**src/rtl/assert_macros.svh**
```systemverilog
// ----------------------------------------------------------------------------
// assert_macros.svh
// Assertion helpers shared by the RTL. Simulation only; empty in synthesis.
// ----------------------------------------------------------------------------
`ifndef ASSERT_MACROS_SVH
`define ASSERT_MACROS_SVH

`ifndef SYNTHESIS

// Same-cycle implication under reset
`define ASSERT_IMP(label, clk, rst_n, ante, cons) \
    label: assert property (@(posedge clk) disable iff (!rst_n) (ante) |-> (cons)) \
        else $error("assertion failed");

// Next-cycle implication under reset
`define ASSERT_NEXT(label, clk, rst_n, ante, cons) \
    label: assert property (@(posedge clk) disable iff (!rst_n) (ante) |=> (cons)) \
        else $error("assertion failed");

`else

`define ASSERT_IMP(label, clk, rst_n, ante, cons)
`define ASSERT_NEXT(label, clk, rst_n, ante, cons)

`endif

`endif

```
**src/rtl/swc_pkg.sv**
```systemverilog
// ----------------------------------------------------------------------------
// swc_pkg
// Types, codes, duty patterns and the sweep target function of the
// square-wave channel.
// ----------------------------------------------------------------------------
`timescale 1ns / 1ps
`default_nettype none

package swc_pkg;

    // Event codes carried in the kind field
    localparam logic [1:0] KIND_TIMER   = 2'd0;
    localparam logic [1:0] KIND_QUARTER = 2'd1;
    localparam logic [1:0] KIND_HALF    = 2'd2;
    localparam logic [1:0] KIND_WRITE   = 2'd3;

    // Channel register indexes
    localparam logic [1:0] REG_CTRL      = 2'd0;
    localparam logic [1:0] REG_SWEEP     = 2'd1;
    localparam logic [1:0] REG_PERIOD_LO = 2'd2;
    localparam logic [1:0] REG_PERIOD_HI = 2'd3;

    // Config port
    localparam int unsigned APB_ADDR_W = 3;
    localparam int unsigned APB_DATA_W = 32;
    localparam logic CFG_SECOND_CHANNEL = 1'b0;  // word select paddr[2]

    localparam logic [10:0] PERIOD_MIN  = 11'd8;
    localparam logic [3:0]  DECAY_MAX   = 4'd15;

    typedef logic [1:0] kind_t;
    typedef logic [1:0] reg_idx_t;
    typedef logic [7:0] byte_t;
    typedef logic [3:0] sample_t;

    // Duty waveforms, bit k is the level at sequencer step k
    localparam logic [7:0] DUTY_PATTERN [4] = '{
        8'b0000_0010,
        8'b0000_0110,
        8'b0001_1110,
        8'b1111_1001
    };

    typedef struct packed {
        logic [10:0] target;
        logic        muted;
    } swc_sweep_t;

    // Sweep target and mute flag for a given period and sweep setup
    function automatic swc_sweep_t swc_sweep(
        input logic [10:0] period,
        input logic [2:0]  shift,
        input logic        negate,
        input logic        twos
    );
        logic [10:0] change;
        logic [11:0] sub;
        logic [11:0] sum;
        swc_sweep_t  r;
        change = period >> shift;
        sub    = {1'b0, change} + {11'd0, ~twos};
        sum    = {1'b0, period} + {1'b0, change};
        if (negate)
        begin
            r.target = (sub > {1'b0, period}) ? 11'd0 : (period - sub[10:0]);
            r.muted  = (period < PERIOD_MIN);
        end
        else
        begin
            r.target = sum[10:0];
            r.muted  = (period < PERIOD_MIN) || sum[11];
        end
        return r;
    endfunction

endpackage

`default_nettype wire

```
**src/rtl/swc_in_if.sv**
```systemverilog
// ----------------------------------------------------------------------------
// swc_in_if
// Event channel into the square-wave channel: valid/ready plus payload.
// ----------------------------------------------------------------------------
`timescale 1ns / 1ps
`default_nettype none

interface swc_in_if
    import swc_pkg::*;
();
    logic     valid;
    logic     ready;
    kind_t    kind;
    reg_idx_t reg_index;
    byte_t    write_data;
    byte_t    length_load;

    modport source (output valid, kind, reg_index, write_data, length_load, input ready);
    modport sink   (input valid, kind, reg_index, write_data, length_load, output ready);
endinterface

`default_nettype wire

```
**src/rtl/swc_out_if.sv**
```systemverilog
// ----------------------------------------------------------------------------
// swc_out_if
// Sample channel out of the square-wave channel: valid/ready plus sample.
// ----------------------------------------------------------------------------
`timescale 1ns / 1ps
`default_nettype none

interface swc_out_if
    import swc_pkg::*;
();
    logic    valid;
    logic    ready;
    sample_t sample;

    modport source (output valid, sample, input ready);
    modport sink   (input valid, sample, output ready);
endinterface

`default_nettype wire

```
**src/rtl/square_wave_channel.sv**
```systemverilog
// Path: a beat accepted passes the input register, then the result register,
// before its sample shows.
// Throughput: one beat per cycle unless the output stalls; the single update pass sets the pace.
// Output stalls back up through the result and input registers.
// Reset (rst_n low, async) clears all channel state, config and valids.
// ----------------------------------------------------------------------------
// square_wave_channel
// Square-wave sound channel: period divider, duty sequencer, envelope,
// length counter and sweep, updated once per event beat.
// ----------------------------------------------------------------------------
`timescale 1ns / 1ps
`default_nettype none
`include "assert_macros.svh"

module square_wave_channel
    import swc_pkg::*;
(
    input  wire logic                  clk,
    input  wire logic                  rst_n,
    swc_in_if.sink                     in_ch,
    swc_out_if.source                  out_ch,
    input  wire logic                  psel,
    input  wire logic                  penable,
    input  wire logic                  pwrite,
    input  wire logic [APB_ADDR_W-1:0] paddr,
    input  wire logic [APB_DATA_W-1:0] pwdata,
    output logic      [APB_DATA_W-1:0] prdata,
    output logic                       pready
);

    // Config register
    logic second_channel_reg;
    logic cfg_wr;

    // Input register
    logic     s1_valid_reg;
    kind_t    s1_kind_reg;
    reg_idx_t s1_idx_reg;
    byte_t    s1_data_reg;
    byte_t    s1_load_reg;
    logic     s1_move;

    // Output register
    logic    out_valid_reg;
    sample_t sample_reg;
    sample_t sample_next;

    // Channel state
    byte_t       chan_reg      [4];
    byte_t       chan_next     [4];
    logic [10:0] period_div_reg, period_div_next;
    logic [2:0]  duty_step_reg,  duty_step_next;
    logic [3:0]  env_div_reg,    env_div_next;
    logic [3:0]  decay_reg,      decay_next;
    logic        env_restart_reg, env_restart_next;
    logic [2:0]  sweep_div_reg,  sweep_div_next;
    logic        sweep_reload_reg, sweep_reload_next;
    byte_t       length_reg,     length_next;

    logic [10:0] period_cur;
    logic [10:0] period_new;
    swc_sweep_t  sweep_cur;
    swc_sweep_t  sweep_new;
    logic [3:0]  volume;

    // APB config port
    assign pready = 1'b1;
    assign cfg_wr = psel && penable && pwrite && pready;
    assign prdata = (paddr[2] == CFG_SECOND_CHANNEL)
                  ? {{(APB_DATA_W-1){1'b0}}, second_channel_reg} : '0;

    always_ff @(posedge clk or negedge rst_n)
    begin
        if (!rst_n)
            second_channel_reg <= 1'b0;
        else if (cfg_wr && (paddr[2] == CFG_SECOND_CHANNEL))
            second_channel_reg <= pwdata[0];
    end

    // Handshake
    assign s1_move      = s1_valid_reg && (!out_valid_reg || out_ch.ready);
    assign in_ch.ready  = !s1_valid_reg || s1_move;
    assign out_ch.valid = out_valid_reg;
    assign out_ch.sample = sample_reg;

    // Input register
    always_ff @(posedge clk or negedge rst_n)
    begin
        if (!rst_n)
            s1_valid_reg <= 1'b0;
        else if (in_ch.ready)
            s1_valid_reg <= in_ch.valid;
    end

    always_ff @(posedge clk)
    begin
        if (in_ch.valid && in_ch.ready)
        begin
            s1_kind_reg <= in_ch.kind;
            s1_idx_reg  <= in_ch.reg_index;
            s1_data_reg <= in_ch.write_data;
            s1_load_reg <= in_ch.length_load;
        end
    end

    // Sweep on current registers
    assign period_cur = {chan_reg[REG_PERIOD_HI][2:0], chan_reg[REG_PERIOD_LO]};
    assign sweep_cur  = swc_sweep(period_cur, chan_reg[REG_SWEEP][2:0],
                                  chan_reg[REG_SWEEP][3], second_channel_reg);

    // Event update
    always_comb
    begin
        chan_next         = chan_reg;
        period_div_next   = period_div_reg;
        duty_step_next    = duty_step_reg;
        env_div_next      = env_div_reg;
        decay_next        = decay_reg;
        env_restart_next  = env_restart_reg;
        sweep_div_next    = sweep_div_reg;
        sweep_reload_next = sweep_reload_reg;
        length_next       = length_reg;

        unique case (s1_kind_reg)
            KIND_TIMER:
            begin
                if (period_div_reg == 11'd0)
                begin
                    duty_step_next  = duty_step_reg + 3'd1;
                    period_div_next = period_cur;
                end
                else
                    period_div_next = period_div_reg - 11'd1;
            end
            KIND_QUARTER:
            begin
                if (env_restart_reg)
                begin
                    env_restart_next = 1'b0;
                    decay_next       = DECAY_MAX;
                    env_div_next     = chan_reg[REG_CTRL][3:0];
                end
                else if (env_div_reg == 4'd0)
                begin
                    env_div_next = chan_reg[REG_CTRL][3:0];
                    if (decay_reg != 4'd0)
                        decay_next = decay_reg - 4'd1;
                    else if (chan_reg[REG_CTRL][5])
                        decay_next = DECAY_MAX;
                end
                else
                    env_div_next = env_div_reg - 4'd1;
            end
            KIND_HALF:
            begin
                if (length_reg != 8'd0 && !chan_reg[REG_CTRL][5])
                    length_next = length_reg - 8'd1;
                if (sweep_div_reg == 3'd0 && chan_reg[REG_SWEEP][7] &&
                    chan_reg[REG_SWEEP][2:0] != 3'd0 && !sweep_cur.muted)
                begin
                    chan_next[REG_PERIOD_LO] = sweep_cur.target[7:0];
                    chan_next[REG_PERIOD_HI] = {chan_reg[REG_PERIOD_HI][7:3],
                                                sweep_cur.target[10:8]};
                end
                if (sweep_div_reg == 3'd0 || sweep_reload_reg)
                begin
                    sweep_div_next    = chan_reg[REG_SWEEP][6:4];
                    sweep_reload_next = 1'b0;
                end
                else
                    sweep_div_next = sweep_div_reg - 3'd1;
            end
            KIND_WRITE:
            begin
                chan_next[s1_idx_reg] = s1_data_reg;
                if (s1_idx_reg == REG_SWEEP)
                    sweep_reload_next = 1'b1;
                else if (s1_idx_reg == REG_PERIOD_HI)
                begin
                    length_next      = s1_load_reg;
                    env_restart_next = 1'b1;
                    duty_step_next   = 3'd0;
                end
            end
        endcase
    end

    // Sample from the updated state
    assign period_new = {chan_next[REG_PERIOD_HI][2:0], chan_next[REG_PERIOD_LO]};
    assign sweep_new  = swc_sweep(period_new, chan_next[REG_SWEEP][2:0],
                                  chan_next[REG_SWEEP][3], second_channel_reg);
    assign volume     = chan_next[REG_CTRL][4] ? chan_next[REG_CTRL][3:0] : decay_next;

    always_comb
    begin
        if (sweep_new.muted || length_next == 8'd0)
            sample_next = 4'd0;
        else if (DUTY_PATTERN[chan_next[REG_CTRL][7:6]][duty_step_next])
            sample_next = volume;
        else
            sample_next = 4'd0;
    end

    // State registers
    always_ff @(posedge clk or negedge rst_n)
    begin
        if (!rst_n)
        begin
            for (int i = 0; i < 4; i++)
                chan_reg[i] <= 8'd0;
            period_div_reg   <= 11'd0;
            duty_step_reg    <= 3'd0;
            env_div_reg      <= 4'd0;
            decay_reg        <= 4'd0;
            env_restart_reg  <= 1'b0;
            sweep_div_reg    <= 3'd0;
            sweep_reload_reg <= 1'b0;
            length_reg       <= 8'd0;
        end
        else if (s1_move)
        begin
            chan_reg         <= chan_next;
            period_div_reg   <= period_div_next;
            duty_step_reg    <= duty_step_next;
            env_div_reg      <= env_div_next;
            decay_reg        <= decay_next;
            env_restart_reg  <= env_restart_next;
            sweep_div_reg    <= sweep_div_next;
            sweep_reload_reg <= sweep_reload_next;
            length_reg       <= length_next;
        end
    end

    // Result register
    always_ff @(posedge clk or negedge rst_n)
    begin
        if (!rst_n)
            out_valid_reg <= 1'b0;
        else if (s1_move)
            out_valid_reg <= 1'b1;
        else if (out_ch.ready)
            out_valid_reg <= 1'b0;
    end

    always_ff @(posedge clk)
    begin
        if (s1_move)
            sample_reg <= sample_next;
    end

    // Checks
    `ASSERT_IMP(a_ready_when_out_free, clk, rst_n, !out_valid_reg, in_ch.ready)
    `ASSERT_NEXT(a_state_holds_when_idle, clk, rst_n, !s1_move,
        $stable(duty_step_reg) && $stable(length_reg) && $stable(decay_reg))
    `ASSERT_NEXT(a_length_zero_sticks, clk, rst_n,
        length_reg == 8'd0 && !(s1_move && s1_kind_reg == KIND_WRITE &&
        s1_idx_reg == REG_PERIOD_HI), length_reg == 8'd0)
    `ASSERT_NEXT(a_stage_holds_on_stall, clk, rst_n, s1_valid_reg && !s1_move,
        s1_valid_reg && out_valid_reg)

endmodule

`default_nettype wire
```
**src/flat_wrapper.sv**
```systemverilog
// flat-port wrapper written by rule: the top's interface ports become plain ports
module square_wave_channel_flat import swc_pkg::*;
  (clk, rst_n, psel, penable, pwrite, paddr, pwdata, prdata, pready, in_ch_valid, in_ch_kind, in_ch_reg_index, in_ch_write_data, in_ch_length_load, in_ch_ready, out_ch_valid, out_ch_sample, out_ch_ready);
  swc_in_if in_ch_i ();
  swc_out_if out_ch_i ();
  input  wire logic clk;
  input  wire logic rst_n;
  input  wire logic psel;
  input  wire logic penable;
  input  wire logic pwrite;
  input  wire logic [APB_ADDR_W-1:0] paddr;
  input  wire logic [APB_DATA_W-1:0] pwdata;
  output logic      [APB_DATA_W-1:0] prdata;
  output logic pready;
  input wire logic [$bits(in_ch_i.valid)-1:0] in_ch_valid;
  input wire logic [$bits(in_ch_i.kind)-1:0] in_ch_kind;
  input wire logic [$bits(in_ch_i.reg_index)-1:0] in_ch_reg_index;
  input wire logic [$bits(in_ch_i.write_data)-1:0] in_ch_write_data;
  input wire logic [$bits(in_ch_i.length_load)-1:0] in_ch_length_load;
  output wire logic [$bits(in_ch_i.ready)-1:0] in_ch_ready;
  output wire logic [$bits(out_ch_i.valid)-1:0] out_ch_valid;
  output wire logic [$bits(out_ch_i.sample)-1:0] out_ch_sample;
  input wire logic [$bits(out_ch_i.ready)-1:0] out_ch_ready;
  assign in_ch_i.valid = in_ch_valid;
  assign in_ch_i.kind = in_ch_kind;
  assign in_ch_i.reg_index = in_ch_reg_index;
  assign in_ch_i.write_data = in_ch_write_data;
  assign in_ch_i.length_load = in_ch_length_load;
  assign in_ch_ready = in_ch_i.ready;
  assign out_ch_valid = out_ch_i.valid;
  assign out_ch_sample = out_ch_i.sample;
  assign out_ch_i.ready = out_ch_ready;
  square_wave_channel u_core (.clk(clk), .rst_n(rst_n), .in_ch(in_ch_i), .out_ch(out_ch_i), .psel(psel), .penable(penable), .pwrite(pwrite), .paddr(paddr), .pwdata(pwdata), .prdata(prdata), .pready(pready));
endmodule
```
**config.mk**
```make
export PLATFORM = sky130hd
export DESIGN_NAME = square_wave_channel_flat
export DESIGN_NICKNAME = d
export VERILOG_FILES = /design/src/rtl/swc_pkg.sv /design/src/rtl/swc_in_if.sv /design/src/rtl/swc_out_if.sv /design/src/rtl/square_wave_channel.sv /design/src/flat_wrapper.sv
export VERILOG_INCLUDE_DIRS = /design/src /design/src/rtl
export SDC_FILE = /design/constraint.sdc
export NUM_CORES = 1
export LEC_CHECK = 0
export ABC_CLOCK_PERIOD_IN_PS = 13000
export BUFFER_PORTS_ARGS = -buffer_cell sky130_fd_sc_hd__buf_2
export CAP_MARGIN = 20
export CORE_MARGIN = 2
export CORE_UTILIZATION = 50
export CTS_CLUSTER_SIZE = 14
export DETAILED_ROUTE_END_ITERATION = 10
export PLACE_DENSITY = 0.7
export SETUP_SLACK_MARGIN = 0.2
export SYNTH_ARGS = -nofsm -noshare
export SYNTH_HDL_FRONTEND = slang
export SYNTH_SLANG_ARGS = --single-unit
```
**constraint.sdc**
```tcl
create_clock -name clk -period 13 [get_ports clk]
set_input_delay 1.3 -clock clk [delete_from_list [all_inputs] [get_ports clk]]
set_output_delay 1.3 -clock clk [all_outputs]
set_load 0.02 [all_outputs]
```
**After elaboration in Yosys (flattened, before gate mapping)**

Index checks and enable logic that the tools add are counted.

- Logic and storage cells: 137
- Register bits: 94

- Reductions and logical operators: 39
- $lt $le $gt $ge: 7
- Eq/ne operators: 9
- Shift-type cells: 2
- Multiplexer cells: 41
- Bitwise operators: 6
- Add/sub/neg operators: 10

Operators by type and width:

| cell | number |
|---|---|
| two-way mux 8 bit | 6 |
| bitwise mux 32 bit | 1 |
| two-way mux 16 bit | 2 |
| two-way mux 4 bit | 8 |
| one-hot mux 16 bit (2 select lines) | 1 |
| adder 11 x 11 -> 12 bit | 2 |
| < comparator 11 x 4 -> 1 bit (second input constant) | 2 |
| two-way mux 11 bit | 2 |
| >> shifter 11 x 3 -> 11 bit | 2 |
| binary-select mux 8 bit (select 2 bit) | 1 |
| demux 8 bit (select 2 bit) | 1 |
| one-hot mux 8 bit (2 select lines) | 1 |
| adder 11 x 1 -> 12 bit | 1 |
| greater-than comparator 12 x 11 -> 1 bit | 1 |
| two-way mux 12 bit | 1 |
| two-way mux 3 bit | 4 |
| logical NOT 11 bit | 1 |
| subtractor 11 x 1 -> 11 bit (second input constant) | 1 |
| subtractor 11 bit | 1 |
| logical AND 1 bit | 10 |
| two-way mux 1 bit | 9 |
| logical NOT 8 bit | 1 |
| AND reduction 2 bit | 4 |
| AND reduction 4 bit | 2 |
| 27 further kinds | 49 |

**Depth between registers and ports, before layout**

- Word-level depth: 15
- Depth in mapped cells: 36

**Least setup slack after synthesis**

Ideal clock, no wire load.

- Kind: reg-to-reg
- Start: register u_core.chan_reg[17] in the netlist's numbering
- End: register u_core.sample_reg[3], in the netlist u_core.out_ch.sample[3] (data pin)
- Library setup time: 182 ps
- Setup slack: 6547 ps
- Stages on the path, launching flop included: 36
- Arrival: 6271 ps
- Clock period less this slack: 6453 ps
- Required time: 12818 ps
- Path buffers: 2
- Cell sequence: dfrtp_1 -> buf_2 -> clkbuf_1 -> mux4_2 -> nand2_1 -> o21ai_0 -> ha_1 -> nand2_1 -> nor4_4 -> a41o_1 -> and3_1 -> xor2_1 -> nor2_1 -> a21o_1 -> inv_1 -> ha_1 -> or3_1 -> o2111a_1 -> a311oi_1 -> a211oi_1 -> o32ai_2 -> mux2i_1 -> a22o_1 -> nor2_1 -> a21oi_1 -> ha_1 -> a21oi_1 -> nor2b_1 -> o21ai_0 -> nand2b_1 -> a211oi_1 -> and2_1 -> o311ai_0 -> o21ai_0 -> a211oi_1 -> nor4b_1

- Longest elaborated chain between the ends: 14
- Elaborated cells between the ends (all ways): 23
- Classes of those cells: add/sub: 4; order compare: 2; shift: 2; mux: 7; reduce/logical: 8

RTL lines:

| what | RTL line | RTL |
|---|---|---|
| from (decl) | square_wave_channel.sv:49 | `byte_t chan_reg [4];` |
| from (signal assigned) | square_wave_channel.sv:222 | `chan_reg <= chan_next;` |
| parallel branches: the longest is 11 deep, another holds adder 11 x 1 -> 12 bit | - |  |
| two-way mux 1 bit (*) | swc_pkg.sv:63 | `if (negate)` |
| logical OR 1 bit (*) | square_wave_channel.sv:196 | `if (sweep_new.muted \|\| length_next == 8'd0)` |
| OR reduction 2 bit (no source line) (*) | - |  |
| to (signal assigned) | square_wave_channel.sv:248 | `sample_reg <= sample_next;` |
| to (decl) | square_wave_channel.sv:45 | `sample_t sample_reg;` |

Mark *: on every way between the ends. The select of a mux whose other input is x is not followed.
A chain may end at the register's enable or synchronous reset.

**Final worst setup path**

- Start: register u_core.chan_reg[18] in the netlist's numbering
- End: register u_core.sample_reg[0], in the netlist u_core.out_ch.sample[0] (data pin)

Same word-level chain as after synthesis.

==> metrics.yaml <==
run_status:
  outcome: "complete, no violations"
global_routing:
  grt_first_pass_wirelength_um: 35600
  antenna_found_initial: 0
  grt_overflow: 0
  grt_pass1_vias: 6885
  grt_max_degree: 66
  grt_usage_pct: 25.3
sta:
  relSlewSlack_pct: 27.3
  fmax_mhz: 120
  slew_violations: 0
  layout_setup_ws_ns: 4.69
  hold_ws_ns: 0.497
  min_period_ns: 8.31
  setup-tns-final_ns: 0
  rsz0062_at_grt: "false"
  finalCritPeriodShare_pct: 63.9
  hold_viol: 0
  finClkSkew_ns: 0.00856
  finalSetupViolations: 0
  worstMarginPinSlew_ns: 1.06
hold_path:
  hold_depth: 2
  hold_start: "u_core.period_div_reg[2]"
  min_path_type: "register to register"
  hold_end: "u_core.period_div_reg[2]"
power_and_ir_drop:
  powerDensity_nw_per_um2: 253
  total_power_mw: 2.21
  power_leakage_nw: 3.80
  ir_drop_uv: 123
drt:
  postRouteAntennaNets: 0
  via_per_inst: 6.12
  drc: 0
  drt_wl_total_um: 21700
  dr.pass1.iters: 6
  vias: 7316
  drt-wirelength-per-cell_um: 18.2
  drt_iter0_markers: 729
setup_path:
  reg2reg_to: "u_core.out_ch.sample[0]"
  crit_fanout: 21
  endpoint_kind: "register"
  ff2ff_path_depth: 32
  path_class: "register to register"
  cpPeakStageDelay_ns: 0.86
  crit_path_top_delay_cell: "dfrtp_1"
  cp.arrival_ns: 8.39
  rrSetupSlack_ns: 4.69
  worstPathRequired_ns: 13.08
  start_kind: "register"
  r2r-start: "u_core.chan_reg[18]"
cells_and_area:
  regArea_um2: 2350
  largest_register_ffs: 22
  final_util_pct: 54.6
  stdcell_count: 1195
  fin_area_um2: 8740
  final_common_cell: "nand2_1"
  drive_gt1_share_pct: 12.9
  area.growth.synth_to_final_pct: 5.96
  layout_common_cells: "nand2_1, nor2_1, o21ai_0, dfrtp_1, inv_1"
  multiInputGateArea_um2: 5340
  nets: 1095
  antenna_cells: 0
  fill_cells: 1501
cts:
  h-tree-depth: 3
  clk_pin_slew_ns: 0.07
  cts_resized: 0
  cts_hold_buf: 0
  cts-root-buf: "clkbuf_16"
  clock_path_buffers: 2
  postCtsSetupBuffers: 0
  cts_tree: "built"
  numCtsBuffers: 9
  clk_latency_ns: 0.36
  cts_sinks: 89
floorplan:
  rows: 46
  dieArea_um2: 17500
  start_util_pct: 51.6
  dieWidth_um: 132
  dieHeight_um: 132
  ioPinCount: 101
  coreArea_um2: 16000
yosys:
  synth_top_cell_by_area: "dfrtp_1"
  ys_top_cells_by_area: "dfrtp_1, edfxtp_1, ha_1, mux2_2, o21ai_0"
  synth_seq_area_share_pct: 28.5
  ys_types: 85
  syn-cell-area_um2: 8250
  syn_inst: 964
  async_reset_ff_share_pct: 73.0
  synth_flop_cell: "dfrtp_1"
  avgSynthCellArea_um2: 8.56
  yosysWarningCount: 0
  yosys_register_bits: 89
  yosys.area.top_type_share_pct: 19.7
  synth_edf_count: 24
place:
  port_buffers: 35
  pre_cts_slack_ns: 4.89
  placed_area_um2: 8420
  dp.cells: 1179
  place.gp.congestion: 0.941
  dp_hpwl_um: 16100
flow_run:
  max_cap_violations: 0
==> routing by layer <==
metal  global-route usage [%]  routed length [um]  vias to the layer above  share of wire (%)
met4                     9.26                 713                        0                3.3
met2                     39.9                9980                      258                 46
met3                     4.67                1310                       56                6.0
li1                         -                   -                     3491                  -
met5                        0                   0                        -                  0
met1                     34.8                9740                     3511                 45
==> report_power, final <==
group          internal [mW]  switching [mW]  leakage, nW
Clock                  0.148           0.127        0.157
Combinational          0.583           0.861         2.62
Sequential             0.361           0.133         1.02
==> cells by family (layout without fill, tap and decap cells) <==
| family | Yosys count | after routing | share of synthesized area [%] |
|---|---|---|---|
| compound gates | 280 | 280 | 23.5 |
| flops | 89 | 89 | 28.5 |
| buf+inv | 138 | 123 | 8.25 |
| other cells | 2 | 32 | 0.0910 |
| xor+xnor | 27 | 27 | 2.87 |
| mux | 65 | 65 | 9.39 |
| fa+ha+maj | 59 | 59 | 9.13 |
| simple gates | 304 | 304 | 18.3 |
==> critical path: cells and delay by family, from the launching register on <==
kind | cells | cell delay [ns]
AOI/OAI and AO/OA | 17 | 4.00
and+or+nand+nor | 9 | 1.27
adders and majority gates | 3 | 1.07
DFF | 1 | 0.86
buffers and inverters | 1 | 0.47
muxes | 1 | 0.19
xor gates and xnor gates | 1 | 0.14
==> area by class of cell <==
class | count | area share (%)
Multi-Input combinational cell | 767 | 61.0
Sequential cell | 89 | 26.8
Tap cell | 216 | 3.09
Clock buffer | 10 | 2.86
Inverter | 65 | 2.79
Timing Repair Buffer | 42 | 2.60
Clock inverter | 6 | 0.773
==> cells in the mapped netlist, types with 9 or more instances <==
cell type,number
a211oi_1,18
a21o_1,17
a21oi_1,61
a22oi_1,10
and3_1,10
buf_4,33
clkbuf_1,28
dfrtp_1,65
edfxtp_1,24
ha_1,57
inv_1,64
mux2_2,36
mux2i_1,23
nand2_1,88
nand2b_1,13
nand3_1,11
nor2_1,85
nor2b_1,12
nor3_1,26
o21ai_0,73
o31ai_1,9
or3_1,9
xnor2_1,18
xor2_1,9
==> worst max-delay path by stage <==
stage               cells after the start                       to  slack [ns]           startpoint
finish                                 32  u_core.out_ch.sample[0]        4.69  u_core.chan_reg[18]
global route                           32  u_core.out_ch.sample[0]        4.13  u_core.chan_reg[18]
CTS                                    33  u_core.out_ch.sample[0]        4.86  u_core.chan_reg[16]
detailed placement                     33  u_core.out_ch.sample[0]        4.89  u_core.chan_reg[16]
global placement                       33  u_core.out_ch.sample[0]        4.95  u_core.chan_reg[16]
floorplan                              35  u_core.out_ch.sample[3]        6.55  u_core.chan_reg[17]
Note: power is estimated with default switching activity, not from simulation.
